**src/rtl/core/uor_pkg.sv**
```systemverilog
package uor_pkg;

  localparam int OVERSAMPLE_DEF = 4;
  localparam int DATA_BITS_DEF  = 8;

  localparam int BYTE_W     = 8;
  localparam int HIST_W     = 4;
  localparam int BIT_IDX_W  = 4;
  localparam int CFG_IDX_W  = 1;
  localparam int CFG_DATA_W = 2;

  localparam logic [HIST_W-1:0]    START_PATTERN   = 4'b1100;
  localparam logic [CFG_IDX_W-1:0] REG_RX_ENABLE   = 1'd0;
  localparam logic [CFG_IDX_W-1:0] REG_PARITY_MODE = 1'd1;

  typedef enum logic [1:0] {
    PM_NONE = 2'd0,
    PM_EVEN = 2'd1,
    PM_ODD  = 2'd2,
    PM_SLOT = 2'd3
  } parity_mode_t;

  typedef enum logic [1:0] {
    PS_NONE     = 2'd0,
    PS_EVEN_OK  = 2'd1,
    PS_ODD_OK   = 2'd2,
    PS_MISMATCH = 2'd3
  } parity_status_t;

  typedef struct packed {
    logic [BYTE_W-1:0] rx_byte;
    parity_status_t    parity_status;
    logic              stop_valid;
  } rx_result_t;

endpackage

```
**src/rtl/core/uart_oversampled_receiver.sv**
```systemverilog
// Channel  Direction  Handshake            Payload
// input    in         in_valid / in_stall   line_level (one sample per tick)
// output   out        out_valid / out_stall rx_byte, parity_status, stop_valid
// config   in         cfg_write             cfg_index, cfg_data
//
// One sample is accepted per clock while in_stall is low; it is held in the
// input register until it fires, and then updates the receiver state.
// A result is loaded into the output register when its stop-bit sample fires.
// Reset returns the receiver to hunting with rx_enable and parity_mode at zero.
// A held output stalls the input only when the waiting sample ends a frame.
module uart_oversampled_receiver import uor_pkg::*; #(
  parameter int OVERSAMPLE = OVERSAMPLE_DEF,
  parameter int DATA_BITS  = DATA_BITS_DEF
) (
  input  logic                  clk,
  input  logic                  rst,
  input  logic                  cfg_write,
  input  logic [CFG_IDX_W-1:0]  cfg_index,
  input  logic [CFG_DATA_W-1:0] cfg_data,
  input  logic                  in_valid,
  output logic                  in_stall,
  input  logic                  line_level,
  output logic                  out_valid,
  input  logic                  out_stall,
  output logic [BYTE_W-1:0]     rx_byte,
  output logic [1:0]            parity_status,
  output logic                  stop_valid
);

  logic         rx_enable;
  parity_mode_t parity_mode;
  logic         s_valid;
  logic         s_level;
  logic         fire;
  logic         res_valid;
  logic         out_free;
  rx_result_t   res;
  rx_result_t   out_res;

  always_ff @(posedge clk) begin
    if (rst) begin
      rx_enable   <= 1'b0;
      parity_mode <= PM_NONE;
    end else if (cfg_write) begin
      unique case (cfg_index)
        REG_RX_ENABLE:   rx_enable   <= cfg_data[0];
        REG_PARITY_MODE: parity_mode <= parity_mode_t'(cfg_data);
      endcase
    end
  end

  assign fire = s_valid && (!res_valid || out_free);

  uor_in_stage u_in_stage (
    .clk        (clk),
    .rst        (rst),
    .in_valid   (in_valid),
    .in_stall   (in_stall),
    .line_level (line_level),
    .fire       (fire),
    .s_valid    (s_valid),
    .s_level    (s_level)
  );

  uor_frame #(
    .OVERSAMPLE (OVERSAMPLE),
    .DATA_BITS  (DATA_BITS)
  ) u_frame (
    .clk         (clk),
    .rst         (rst),
    .fire        (fire),
    .level       (s_level),
    .rx_enable   (rx_enable),
    .parity_mode (parity_mode),
    .res_valid   (res_valid),
    .res         (res)
  );

  uor_out_reg u_out_reg (
    .clk       (clk),
    .rst       (rst),
    .load      (fire && res_valid),
    .res       (res),
    .out_free  (out_free),
    .out_valid (out_valid),
    .out_stall (out_stall),
    .out_res   (out_res)
  );

  assign rx_byte       = out_res.rx_byte;
  assign parity_status = out_res.parity_status;
  assign stop_valid    = out_res.stop_valid;

endmodule

```
**src/rtl/core/uor_in_stage.sv**
```systemverilog
module uor_in_stage import uor_pkg::*; (
  input  logic clk,
  input  logic rst,
  input  logic in_valid,
  output logic in_stall,
  input  logic line_level,
  input  logic fire,
  output logic s_valid,
  output logic s_level
);

  logic accept;

  assign in_stall = s_valid && !fire;
  assign accept   = in_valid && !in_stall;

  always_ff @(posedge clk) begin
    if (rst) begin
      s_valid <= 1'b0;
    end else if (accept) begin
      s_valid <= 1'b1;
    end else if (fire) begin
      s_valid <= 1'b0;
    end
  end

  always_ff @(posedge clk) begin
    if (accept) begin
      s_level <= line_level;
    end
  end

endmodule

```
**src/rtl/core/uor_frame.sv**
```systemverilog
module uor_frame import uor_pkg::*; #(
  parameter int OVERSAMPLE = OVERSAMPLE_DEF,
  parameter int DATA_BITS  = DATA_BITS_DEF
) (
  input  logic         clk,
  input  logic         rst,
  input  logic         fire,
  input  logic         level,
  input  logic         rx_enable,
  input  parity_mode_t parity_mode,
  output logic         res_valid,
  output rx_result_t   res
);

  localparam int PHASE_W = (OVERSAMPLE > 1) ? $clog2(OVERSAMPLE) : 1;
  localparam logic [PHASE_W-1:0]   PHASE_LAST = PHASE_W'(OVERSAMPLE - 1);
  localparam logic [BIT_IDX_W-1:0] IDX_LAST_DATA = BIT_IDX_W'(DATA_BITS);
  localparam logic [BIT_IDX_W-1:0] IDX_PARITY    = BIT_IDX_W'(DATA_BITS + 1);

  logic                 frame_active, frame_active_next;
  logic [HIST_W-1:0]    edge_history, edge_history_next;
  logic [PHASE_W-1:0]   tick_phase, tick_phase_next;
  logic [BIT_IDX_W-1:0] bit_index, bit_index_next;
  logic [DATA_BITS-1:0] shift_data, shift_data_next;
  logic                 ones_odd, ones_odd_next;
  parity_status_t       parity_verdict, parity_verdict_next;
  logic [HIST_W-1:0]    hist_shift;
  logic                 is_stop;

  always_comb begin
    frame_active_next   = frame_active;
    edge_history_next   = edge_history;
    tick_phase_next     = tick_phase;
    bit_index_next      = bit_index;
    shift_data_next     = shift_data;
    ones_odd_next       = ones_odd;
    parity_verdict_next = parity_verdict;
    is_stop             = 1'b0;
    hist_shift          = {edge_history[HIST_W-2:0], level};

    if (rx_enable) begin
      if (!frame_active) begin
        if (hist_shift == START_PATTERN) begin
          frame_active_next   = 1'b1;
          edge_history_next   = '0;
          tick_phase_next     = '0;
          bit_index_next      = '0;
          shift_data_next     = '0;
          ones_odd_next       = 1'b0;
          parity_verdict_next = PS_NONE;
        end else begin
          edge_history_next = hist_shift;
        end
      end else begin
        tick_phase_next = (tick_phase == PHASE_LAST) ? '0 : tick_phase + 1'b1;
        if (tick_phase == PHASE_LAST) begin
          bit_index_next = bit_index + 1'b1;
          if (bit_index_next != '0 && bit_index_next <= IDX_LAST_DATA) begin
            shift_data_next = {level, shift_data[DATA_BITS-1:1]};
            ones_odd_next   = ones_odd ^ level;
          end else if (bit_index_next == IDX_PARITY) begin
            unique case (parity_mode)
              PM_NONE: is_stop = 1'b1;
              PM_EVEN: parity_verdict_next = (ones_odd ^ level) ? PS_MISMATCH : PS_EVEN_OK;
              PM_ODD:  parity_verdict_next = (ones_odd ^ level) ? PS_ODD_OK : PS_MISMATCH;
              PM_SLOT: parity_verdict_next = parity_verdict;
            endcase
          end else begin
            is_stop = 1'b1;
          end
          if (is_stop) begin
            frame_active_next = 1'b0;
          end
        end
      end
    end
  end

  assign res_valid         = is_stop;
  assign res.rx_byte       = BYTE_W'(shift_data);
  assign res.parity_status = parity_verdict;
  assign res.stop_valid    = level;

  always_ff @(posedge clk) begin
    if (rst) begin
      frame_active   <= 1'b0;
      edge_history   <= '0;
      tick_phase     <= '0;
      bit_index      <= '0;
      shift_data     <= '0;
      ones_odd       <= 1'b0;
      parity_verdict <= PS_NONE;
    end else if (fire) begin
      frame_active   <= frame_active_next;
      edge_history   <= edge_history_next;
      tick_phase     <= tick_phase_next;
      bit_index      <= bit_index_next;
      shift_data     <= shift_data_next;
      ones_odd       <= ones_odd_next;
      parity_verdict <= parity_verdict_next;
    end
  end

  a_hist_clear_in_frame: assert property (@(posedge clk) disable iff (rst)
    frame_active |-> edge_history == '0)
    else $error("edge history not cleared during a frame");

  a_result_in_frame: assert property (@(posedge clk) disable iff (rst)
    res_valid |-> frame_active && rx_enable && tick_phase == PHASE_LAST)
    else $error("result outside a sampled frame bit");

  a_hunt_after_stop: assert property (@(posedge clk) disable iff (rst)
    fire && res_valid |=> !frame_active)
    else $error("frame still active after stop bit");

  a_index_bound: assert property (@(posedge clk) disable iff (rst)
    bit_index <= BIT_IDX_W'(DATA_BITS + 2))
    else $error("bit index beyond stop bit");

endmodule

```
**src/rtl/core/uor_out_reg.sv**
```systemverilog
module uor_out_reg import uor_pkg::*; (
  input  logic       clk,
  input  logic       rst,
  input  logic       load,
  input  rx_result_t res,
  output logic       out_free,
  output logic       out_valid,
  input  logic       out_stall,
  output rx_result_t out_res
);

  assign out_free = !out_valid || !out_stall;

  always_ff @(posedge clk) begin
    if (rst) begin
      out_valid <= 1'b0;
    end else if (load) begin
      out_valid <= 1'b1;
    end else if (!out_stall) begin
      out_valid <= 1'b0;
    end
  end

  always_ff @(posedge clk) begin
    if (load) begin
      out_res <= res;
    end
  end

endmodule
```
**config.mk**
```make
export PLATFORM = sky130hd
export DESIGN_NAME = uart_oversampled_receiver
export DESIGN_NICKNAME = d
export VERILOG_FILES = /design/src/rtl/core/uor_pkg.sv /design/src/rtl/core/uart_oversampled_receiver.sv /design/src/rtl/core/uor_in_stage.sv /design/src/rtl/core/uor_frame.sv /design/src/rtl/core/uor_out_reg.sv
export SDC_FILE = /design/constraint.sdc
export NUM_CORES = 1
export LEC_CHECK = 0
export ABC_AREA = 1
export BUFFER_PORTS_ARGS = -buffer_cell sky130_fd_sc_hd__buf_2
export CAP_MARGIN = 20
export CORE_UTILIZATION = 40
export DETAILED_ROUTE_END_ITERATION = 12
export SLEW_MARGIN = 20
export SYNTH_ARGS = -nofsm -noshare
export SYNTH_HDL_FRONTEND = slang
export SYNTH_HIERARCHICAL = 1
export SYNTH_SLANG_ARGS = --single-unit
```
**constraint.sdc**
```tcl
create_clock -name clk -period 6.86 [get_ports clk]
set_clock_uncertainty 0.1 [all_clocks]
set_input_delay 1.372 -clock clk [delete_from_list [all_inputs] [get_ports clk]]
set_output_delay 1.372 -clock clk [all_outputs]
set_load 0.02 [all_outputs]
```
==> impl_metrics.yaml, run 1 <==
timing:
  fin_crit_ns: 3.625
  fin_setup_tns_ns: 0
  fin_crit_sh_pct: 52.84
  maxSlewViolCount: 0
  worst_pin_slew_ns: 0.5434
  grt_setup_unrepaired: "false"
  setup_viol: 0
  hold_ws_ns: 0.3371
  finalHoldViolations: 0
  fmax_mhz: 275.9
  max_slew_margin_pct: 63.73
layout:
  regArea_um2: 880.8
  fin_cells: 288
  antennaDiodeCount: 0
  multi_input_area_um2: 693.2
  layout_commonest_cell: "nand2_1"
  layout.nets: 249
  post-route-util_pct: 48.78
  final_cell_mix: "48 x nand2_1, 32 x inv_1, 26 x dfxtp_1, 24 x nor2_1, 21 x buf_2"
  area_growth_syn_to_layout_pct: 15.10
  n_fill_cell: 410
  drive_gt1_share_pct: 19.75
grt:
  antenna_found_initial: 0
  grt_pass1_vias: 1150
  grt_max_degree: 16
  grt_pass1_wl_um: 5271
  grt_remaining_overflow: 0
  track_usage_pct: 15.75
floorplan:
  die-area_um2: 4596
  dieWidth_um: 67.80
  start_util_pct: 42.38
  die_h_um: 67.80
  core_um2: 4086
  pin_count: 22
  fp-row-count: 23
worst_setup_path:
  critPathSlowestCell: "dfxtp_1"
  cpMostUsedCell: "nand2_2"
  cp_slowest_stage_delay_ns: 0.45
  crit_family: "simple AND/OR/NAND/NOR gates"
  worstSetupPathType: "flip-flop to output port"
  endpoint_kind: "output port"
  critical_path.cell_chain: "ha_1 -> nand2_2 -> nand3b_4 -> nand3_4 -> clkinv_1 -> and3_1 -> a21boi_2 -> inv_1 -> nand2_2 -> inv_2 -> buf_2"
  required_ns: 5.39
  critPathMaxFanout: 10
  crit_buf_inv: 4
  cp-start-kind: "flip-flop"
  cp_data_arrival_time_ns: 2.15
routing:
  dr.pass1.iters: 4
  drc: 0
  post_drt_via_cell_ratio: 4.743
  wire_per_inst_um: 10.36
  drtAntennaViolNets: 0
  dr_total_vias: 1366
  drt-initial-drc-count: 77
  wirelength_um: 2983
place:
  gp_congestion: 0.7726
  dp_cells: 280
  detailedPlacementHpwl_um: 2129
  portBuffers: 21
clocking:
  cts_tree: "built"
  cts.sinks: 38
  cts_setup_buffers: 0
  ctsHoldBuffers: 0
  root_buffer: "clkbuf_8"
  clk_pin_slew_ns: 0.07
  htree_levels: 2
  cts_resized: 0
  cts.path.max_buffers: 2
  cts_buffers: 5
  clkLatencyLatePin_ns: 0.29
synthesis:
  ys_types: 29
  syn-num-nets: 225
  syn-cell-area_um2: 1732
  synth_edf_count: 12
  synthArstFlopShare_pct: 0
  synth_seq_area_share_pct: 50.87
  postSynthRegisterBits: 38
  syn_inst: 213
  synth_ff_type: "dfxtp_1"
  avgSynthCellArea_um2: 8.130
  ys_warn_count: 6
run_status:
  status: "finished, final reports clean"
job:
  cap_violations: 0
power:
  leakage_nw: 0.9477
  ir_worst_vdd_mv: 0.1146
  cellPowerDensity_nw_per_um2: 222.6
worst_hold_path:
  hold_class: "flip-flop to flip-flop"
==> synthesized netlist by cell type (2+ instances only) <==
cell       n  area (um^2)
dfxtp_1   26        520.5
edfxtp_1  12        360.4
inv_2      3        11.26
nand2_2    5        31.28
ha_1       3        37.54
o211ai_1   2        15.01
nand3_2    2        20.02
nand3_1   16        80.08
buf_4      2        15.01
inv_1     32        120.1
o21ai_0    4        20.02
nor2_1    24        90.09
nor2_2     3        18.77
nand2_1   48        180.2
a21oi_1   17        85.08
==> report_power, final <==
group          total (mW)  internal [mW]  switching (mW)
sequential          0.235          0.233         0.00202
combinational      0.0147        0.00559         0.00911
clock               0.194          0.119          0.0756
==> final timing paths <==
check | end | slack (ns) | from | cells past startpoint
max | in_stall | 3.24 | u_frame/bit_index[1]$_SDFFE_PP0P_ | 11
min | u_out_reg/out_res[3]$_DFFE_PP_ | 0.34 | u_frame/shift_data[0]$_SDFFE_PP0P_ | 0
max reg2reg | u_frame/bit_index[0]$_SDFFE_PP0P_ | 4.00 | u_frame/bit_index[1]$_SDFFE_PP0P_ | 14
min reg2reg | u_out_reg/out_res[3]$_DFFE_PP_ | 0.34 | u_frame/shift_data[0]$_SDFFE_PP0P_ | 0
==> logic make-up (layout without fill, tap and decap cells) <==
kind of cell | count (synthesis) | after routing | share of synthesized area [%]
and+or+nand+nor | 104 | 104 | 28.54
buffers and inverters | 40 | 65 | 9.103
DFF | 38 | 38 | 50.87
AOI/OAI and AO/OA | 27 | 27 | 8.815
adders and majority gates | 3 | 3 | 2.168
xor gates and xnor gates | 1 | 1 | 0.5059
==> registers in the layout, summed over array words and instances, names as in the netlist <==
name and count:
u_out_reg/out_res 11, u_frame/shift_data 8, u_frame/bit_index 4, u_frame/edge_history 3, parity_mode 2, u_frame/parity_verdict 2, u_frame/tick_phase 2, rx_enable 1
u_frame/frame_active 1, u_frame/ones_odd 1, u_in_stage/s_level 1, u_in_stage/s_valid 1, u_out_reg/out_valid 1
==> area by class of cell <==
type	count	area share, %
clock buffers	7	4.331
clock inverters	1	1.507
inverters	36	6.780
multi-input cells	135	34.78
flip-flops and latches	38	44.19
well taps	50	3.139
repair buffers	21	5.273
==> per-stage QoR <==
| stage | power [mW] | cell area, um^2 | worst slack, ns |
|---|---|---|---|
| global route | 0.4597 | 1993 | 3.076 |
| detailed placement | 0.2548 | 1877 | 3.336 |
| CTS | 0.4505 | 1993 | 3.220 |
| floorplan | 0.2489 | 1732 | 3.592 |
| global placement | 0.2548 | 1877 | 3.347 |
| finish | 0.4438 | 1993 | 3.235 |
==> layer usage <==
metal | routed length, um | track usage [%] | vias up
li1 | - | - | 724
met1 | 1501 | 20.76 | 600
met2 | 1279 | 23.64 | 35
met3 | 153 | 5.574 | 7
met4 | 48 | 5.469 | 0
met5 | 0 | 0 | -
Power figures use the tool's default switching activity.
==> run 2: changes to the inputs <==
clock period = 3.41 ns   (was 6.86 ns; I/O delays follow)
==> run 2 against run 1 <==
Effect of this change: worst setup slack got worse by 2.7 ns; clock-buffer cell count is 1 lower; die area stayed put; combinational power grew 100%; global-route usage rose by 0.25 points; wire length rose by 2.5%; critical path type unchanged; critical endpoint unchanged.
==> impl_metrics.yaml, run 2 (synthesis results as in run 1) <==
worst_hold_path:
  min_path_cells: 0
  hp-start: "u_frame/shift_data[0]$_SDFFE_PP0P_"
  min_to: "u_out_reg/out_res[3]$_DFFE_PP_"
  hold_class: "flip-flop to flip-flop"
clocking:
  ctsHoldBuffers: 0
  cts_setup_buffers: 0
  cts.sinks: 38
  cts_buffers: 5
  htree_levels: 2
  clkLatencyLatePin_ns: 0.29
  cts_resized: 0
  root_buffer: "clkbuf_8"
  cts_tree: "built"
  clk_pin_slew_ns: 0.08
  cts.path.max_buffers: 2
worst_setup_path:
  rrSetupSlack_ns: 0.70
  critical_path.cell_chain: "ha_1 -> nand2_2 -> nand3b_4 -> nand3_4 -> clkinv_1 -> and3_1 -> a21boi_2 -> inv_1 -> nand2_2 -> inv_2 -> buf_2"
  cp_data_arrival_time_ns: 2.13
  critPathMaxFanout: 10
  cpMostUsedCell: "nand2_2"
  r2r_cells: 14
  required_ns: 2.63
  critPathSlowestCell: "dfxtp_1"
  rr_startpoint: "u_frame/bit_index[0]$_SDFFE_PP0P_"
  cp_slowest_stage_delay_ns: 0.44
  worstSetupPathType: "flip-flop to output port"
  cp-start-kind: "flip-flop"
  endpoint_kind: "output port"
  r2r_end: "u_frame/bit_index[0]$_SDFFE_PP0P_"
timing:
  finalHoldViolations: 0
  fmax_mhz: 343.8
  fin_crit_sh_pct: 85.29
  setup_viol: 0
  fin_setup_tns_ns: 0
  fin_crit_ns: 2.909
  max_slew_margin_pct: 66.57
  worst_pin_slew_ns: 0.5007
  maxSlewViolCount: 0
  grt_setup_unrepaired: "false"
layout:
  area_growth_syn_to_layout_pct: 13.87
  antennaDiodeCount: 0
  n_fill_cell: 417
  regMostFlops: "u_out_reg/out_res"
  largest_reg_flops: 11
  finalInstanceArea_um2: 1972
  post-route-util_pct: 48.25
  drive_gt1_share_pct: 20.17
  final_cell_mix: "48 x nand2_1, 32 x inv_1, 26 x dfxtp_1, 24 x nor2_1, 21 x buf_2"
  reg_top3: "u_out_reg/out_res x11, u_frame/shift_data x8, u_frame/bit_index x4"
  layout.nets: 249
  fin_cells: 288
  layout_commonest_cell: "nand2_1"
floorplan:
  core_um2: 4086
  start_util_pct: 42.38
  fp-row-count: 23
  die_h_um: 67.80
  dieWidth_um: 67.80
  pin_count: 22
  die-area_um2: 4596
job:
  cap_violations: 0
place:
  placed_area_um2: 1877
  portBuffers: 21
  dp_cells: 280
  detailedPlacementHpwl_um: 2181
  gp_congestion: 0.8373
power:
  leakage_nw: 0.9365
  ir_worst_vdd_mv: 0.1997
  cellPowerDensity_nw_per_um2: 418.0
routing:
  dr_total_vias: 1350
  post_drt_via_cell_ratio: 4.688
  drt-initial-drc-count: 44
  dr.pass1.iters: 5
  drc: 0
  drtAntennaViolNets: 0
  wirelength_um: 3057
  wire_per_inst_um: 10.61
grt:
  track_usage_pct: 16.00
  grt_remaining_overflow: 0
  grt_pass1_vias: 1242
  grt_pass1_wl_um: 5313
  antenna_found_initial: 0
  grt_max_degree: 16
run_status:
  status: "finished, final reports clean"
==> run 2: metal layers <==
layer | up-vias | GRT usage, % | wire, um
li1 | 721 | - | -
met1 | 592 | 19.53 | 1468
met2 | 31 | 25.62 | 1380
met3 | 6 | 5.068 | 145
met4 | 0 | 7.031 | 62
met5 | - | 0 | 0
==> run 2: critical path, delay by kind of cell, from the launching register on <==
family                   cells  cell delay (ns)
buffers and inverters        4             0.35
AO/OA/AOI/OAI                1             0.18
flip-flops                   1             0.44
adder cells (fa/ha/maj)      1             0.22
AND/OR/NAND/NOR              5             0.65
==> run 2: power breakdown <==
group	switching (mW)	internal, mW
Clock	0.160	0.162
Combinational	0.0183	0.0113
Sequential	0.00406	0.468
Total	0.182	0.642
==> run 2: final cells by class <==
class	instances	area (um^2)	area share (%)
tap	50	62.56	3.173
clock inverter	2	12.51	0.6345
clock buffer	6	82.58	4.188
timing repair buffer	21	105.1	5.330
inverter	36	135.1	6.853
multi-input combinational	135	693.2	35.15
sequential	38	880.8	44.67
==> run 2: worst max path at each step <==
stage / startpoint / endpoint / slack [ns] / depth (start not counted)
2_1_floorplan: u_frame/bit_index[1]$_SDFFE_PP0P_ / u_frame/shift_data[1]$_SDFFE_PP0P_ / 1.01 / 15
3_3_place_gp: u_frame/bit_index[1]$_SDFFE_PP0P_ / u_frame/bit_index[0]$_SDFFE_PP0P_ / 0.73 / 14
3_5_place_dp: u_frame/bit_index[1]$_SDFFE_PP0P_ / u_frame/bit_index[0]$_SDFFE_PP0P_ / 0.70 / 14
4_1_cts: u_frame/bit_index[1]$_SDFFE_PP0P_ / in_stall / 0.49 / 11
5_1_grt: u_frame/bit_index[1]$_SDFFE_PP0P_ / in_stall / 0.30 / 11
6_report: u_frame/bit_index[0]$_SDFFE_PP0P_ / in_stall / 0.50 / 11
==> run 2: stage by stage <==
step | worst slack [ns] | hold WS (ns) | power (mW)
2_1_floorplan | 1.013 | 0.3082 | 0.5008
3_3_place_gp | 0.7345 | 0.3115 | 0.5124
3_5_place_dp | 0.7021 | 0.3198 | 0.5130
4_1_cts | 0.4903 | 0.3391 | 0.8352
5_1_grt | 0.3012 | 0.3627 | 0.8581
6_report | 0.5014 | 0.3359 | 0.8242
==> run 3: changes to the inputs <==
BUFFER_PORTS_ARGS = unset   (was -buffer_cell sky130_fd_sc_hd__buf_2)
DONT_BUFFER_PORTS = 1   (was unset)
==> run 3 against run 2 <==
Effect of this change: final cell count decreased by 7.3%; fmax increased by 3.0%; sequential share of layout area increased by 1.6 points; die area unchanged; sequential power about the same; worst hold slack improved by 0.0052 ns; critical path depth decreased by 1; clock power increased by 37%.
==> impl_metrics.yaml, run 3 (synthesis results as in run 1) <==
floorplan:
  die-area_um2: 4596
  pin_count: 22
  die_h_um: 67.80
  fp-row-count: 23
  start_util_pct: 42.38
  core_um2: 4086
  dieWidth_um: 67.80
layout:
  layout_commonest_cell: "nand2_1"
  n_fill_cell: 412
  layout.nets: 228
  final_cell_mix: "48 x nand2_1, 32 x inv_1, 26 x dfxtp_1, 24 x nor2_1, 17 x a21oi_1"
  area_growth_syn_to_layout_pct: 9.971
  drive_gt1_share_pct: 11.98
  regMostFlops: "u_out_reg/out_res"
  antennaDiodeCount: 0
  largest_reg_flops: 11
  reg_top3: "u_out_reg/out_res x11, u_frame/shift_data x8, u_frame/bit_index x4"
worst_hold_path:
  min_to: "u_out_reg/out_res[3]$_DFFE_PP_"
  min_path_cells: 0
  hold_class: "flip-flop to flip-flop"
  hp-start: "u_frame/shift_data[0]$_SDFFE_PP0P_"
timing:
  fin_crit_ns: 2.824
  fmax_mhz: 354.0
  maxSlewViolCount: 0
  setup_viol: 0
  worst_pin_slew_ns: 0.5296
  finalHoldViolations: 0
  max_slew_margin_pct: 64.65
  fin_setup_tns_ns: 0
  grt_setup_unrepaired: "false"
  setup_ws_ns: 0.5855
  fin_crit_sh_pct: 82.83
routing:
  drt-initial-drc-count: 67
  wire_per_inst_um: 11.10
  dr.pass1.iters: 4
  drtAntennaViolNets: 0
  wirelength_um: 2964
  drc: 0
  dr_total_vias: 1289
  post_drt_via_cell_ratio: 4.828
clocking:
  cts_buffers: 5
  htree_levels: 2
  root_buffer: "clkbuf_8"
  cts_setup_buffers: 0
  clkLatencyLatePin_ns: 0.29
  cts.sinks: 38
  ctsHoldBuffers: 0
  cts_tree: "built"
  clk_pin_slew_ns: 0.07
  cts_resized: 0
  cts.path.max_buffers: 2
place:
  portBuffers: 0
  place_ws_ns: 0.6709
  gp_congestion: 0.8099
  detailedPlacementHpwl_um: 2151
worst_setup_path:
  cp_data_arrival_time_ns: 2.04
  rr_startpoint: "u_frame/bit_index[1]$_SDFFE_PP0P_"
  critPathMaxFanout: 10
  required_ns: 2.63
  endpoint_kind: "output port"
  r2r_end: "u_frame/bit_index[0]$_SDFFE_PP0P_"
  worstSetupPathType: "flip-flop to output port"
  rrSetupSlack_ns: 0.64
  cp-start-kind: "flip-flop"
  r2r_cells: 14
grt:
  track_usage_pct: 15.88
  grt_remaining_overflow: 0
  grt_pass1_wl_um: 5395
  grt_max_degree: 16
  antenna_found_initial: 0
  grt_pass1_vias: 1236
power:
  leakage_nw: 0.8598
  ir_worst_vdd_mv: 0.1955
  cellPowerDensity_nw_per_um2: 491.4
run_status:
  status: "finished, final reports clean"
job:
  cap_violations: 0
==> run 3: cell types whose count changed in the layout (fill, tap and decap cells not counted), sizes merged <==
cell / before / now
clkinvlp: 1 / 0
clkbuf: 6 / 5
buf: 21 / 0
bufinv: 0 / 2
==> run 3: critical path: stages, from the launching register on <==
cell      delay (ns)
dfxtp_1         0.44
ha_1            0.22
nand2_2         0.09
nand3b_4        0.18
nand3_4         0.13
clkinv_1        0.12
and3_1          0.18
a21boi_2        0.18
inv_1           0.07
nand2_2         0.07
inv_2           0.07
==> run 3: how the worst max path moves through the flow <==
stage / to / from
2_1_floorplan: u_frame/shift_data[1]$_SDFFE_PP0P_ / u_frame/bit_index[1]$_SDFFE_PP0P_
3_3_place_gp: u_frame/bit_index[0]$_SDFFE_PP0P_ / u_frame/bit_index[1]$_SDFFE_PP0P_
3_5_place_dp: u_frame/bit_index[0]$_SDFFE_PP0P_ / u_frame/bit_index[1]$_SDFFE_PP0P_
4_1_cts: in_stall / u_frame/bit_index[1]$_SDFFE_PP0P_
5_1_grt: u_frame/shift_data[0]$_SDFFE_PP0P_ / u_frame/bit_index[1]$_SDFFE_PP0P_
6_report: in_stall / u_frame/bit_index[1]$_SDFFE_PP0P_
==> run 3: final cells by class <==
type	instances	area (um^2)	area share [%]
Sequential cell	38	880.8	46.25
Multi-Input combinational cell	135	693.2	36.40
Inverter	36	135.1	7.096
Clock buffer	5	68.82	3.614
Clock inverter	3	63.81	3.351
Tap cell	50	62.56	3.285
==> run 3: power by group <==
group	internal (mW)	switching (mW)	total, mW
Clock	0.289	0.153	0.442
Combinational	0.00766	0.0134	0.0210
Sequential	0.468	0.00381	0.472
==> run 3: metrics by stage <==
step	utilization, %	total power [mW]	instance area (um^2)	std cells	hold slack, ns
floorplan	-	0.5008	1732	213	0.3082
global placement	43.36	0.5037	1772	259	0.3123
detailed placement	43.36	0.5039	1772	259	0.3269
CTS	46.60	0.9485	1904	267	0.3341
global route	46.60	0.9748	1904	267	0.3328
finish	46.60	0.9358	1904	267	0.3411
==> run 3: layer usage <==
| metal | track usage (%) | wire length (um) |
|---|---|---|
| met1 | 19.74 | 1432 |
| met2 | 25.62 | 1348 |
| met3 | 5.068 | 132 |
| met4 | 5.469 | 51 |
| met5 | 0 | 0 |
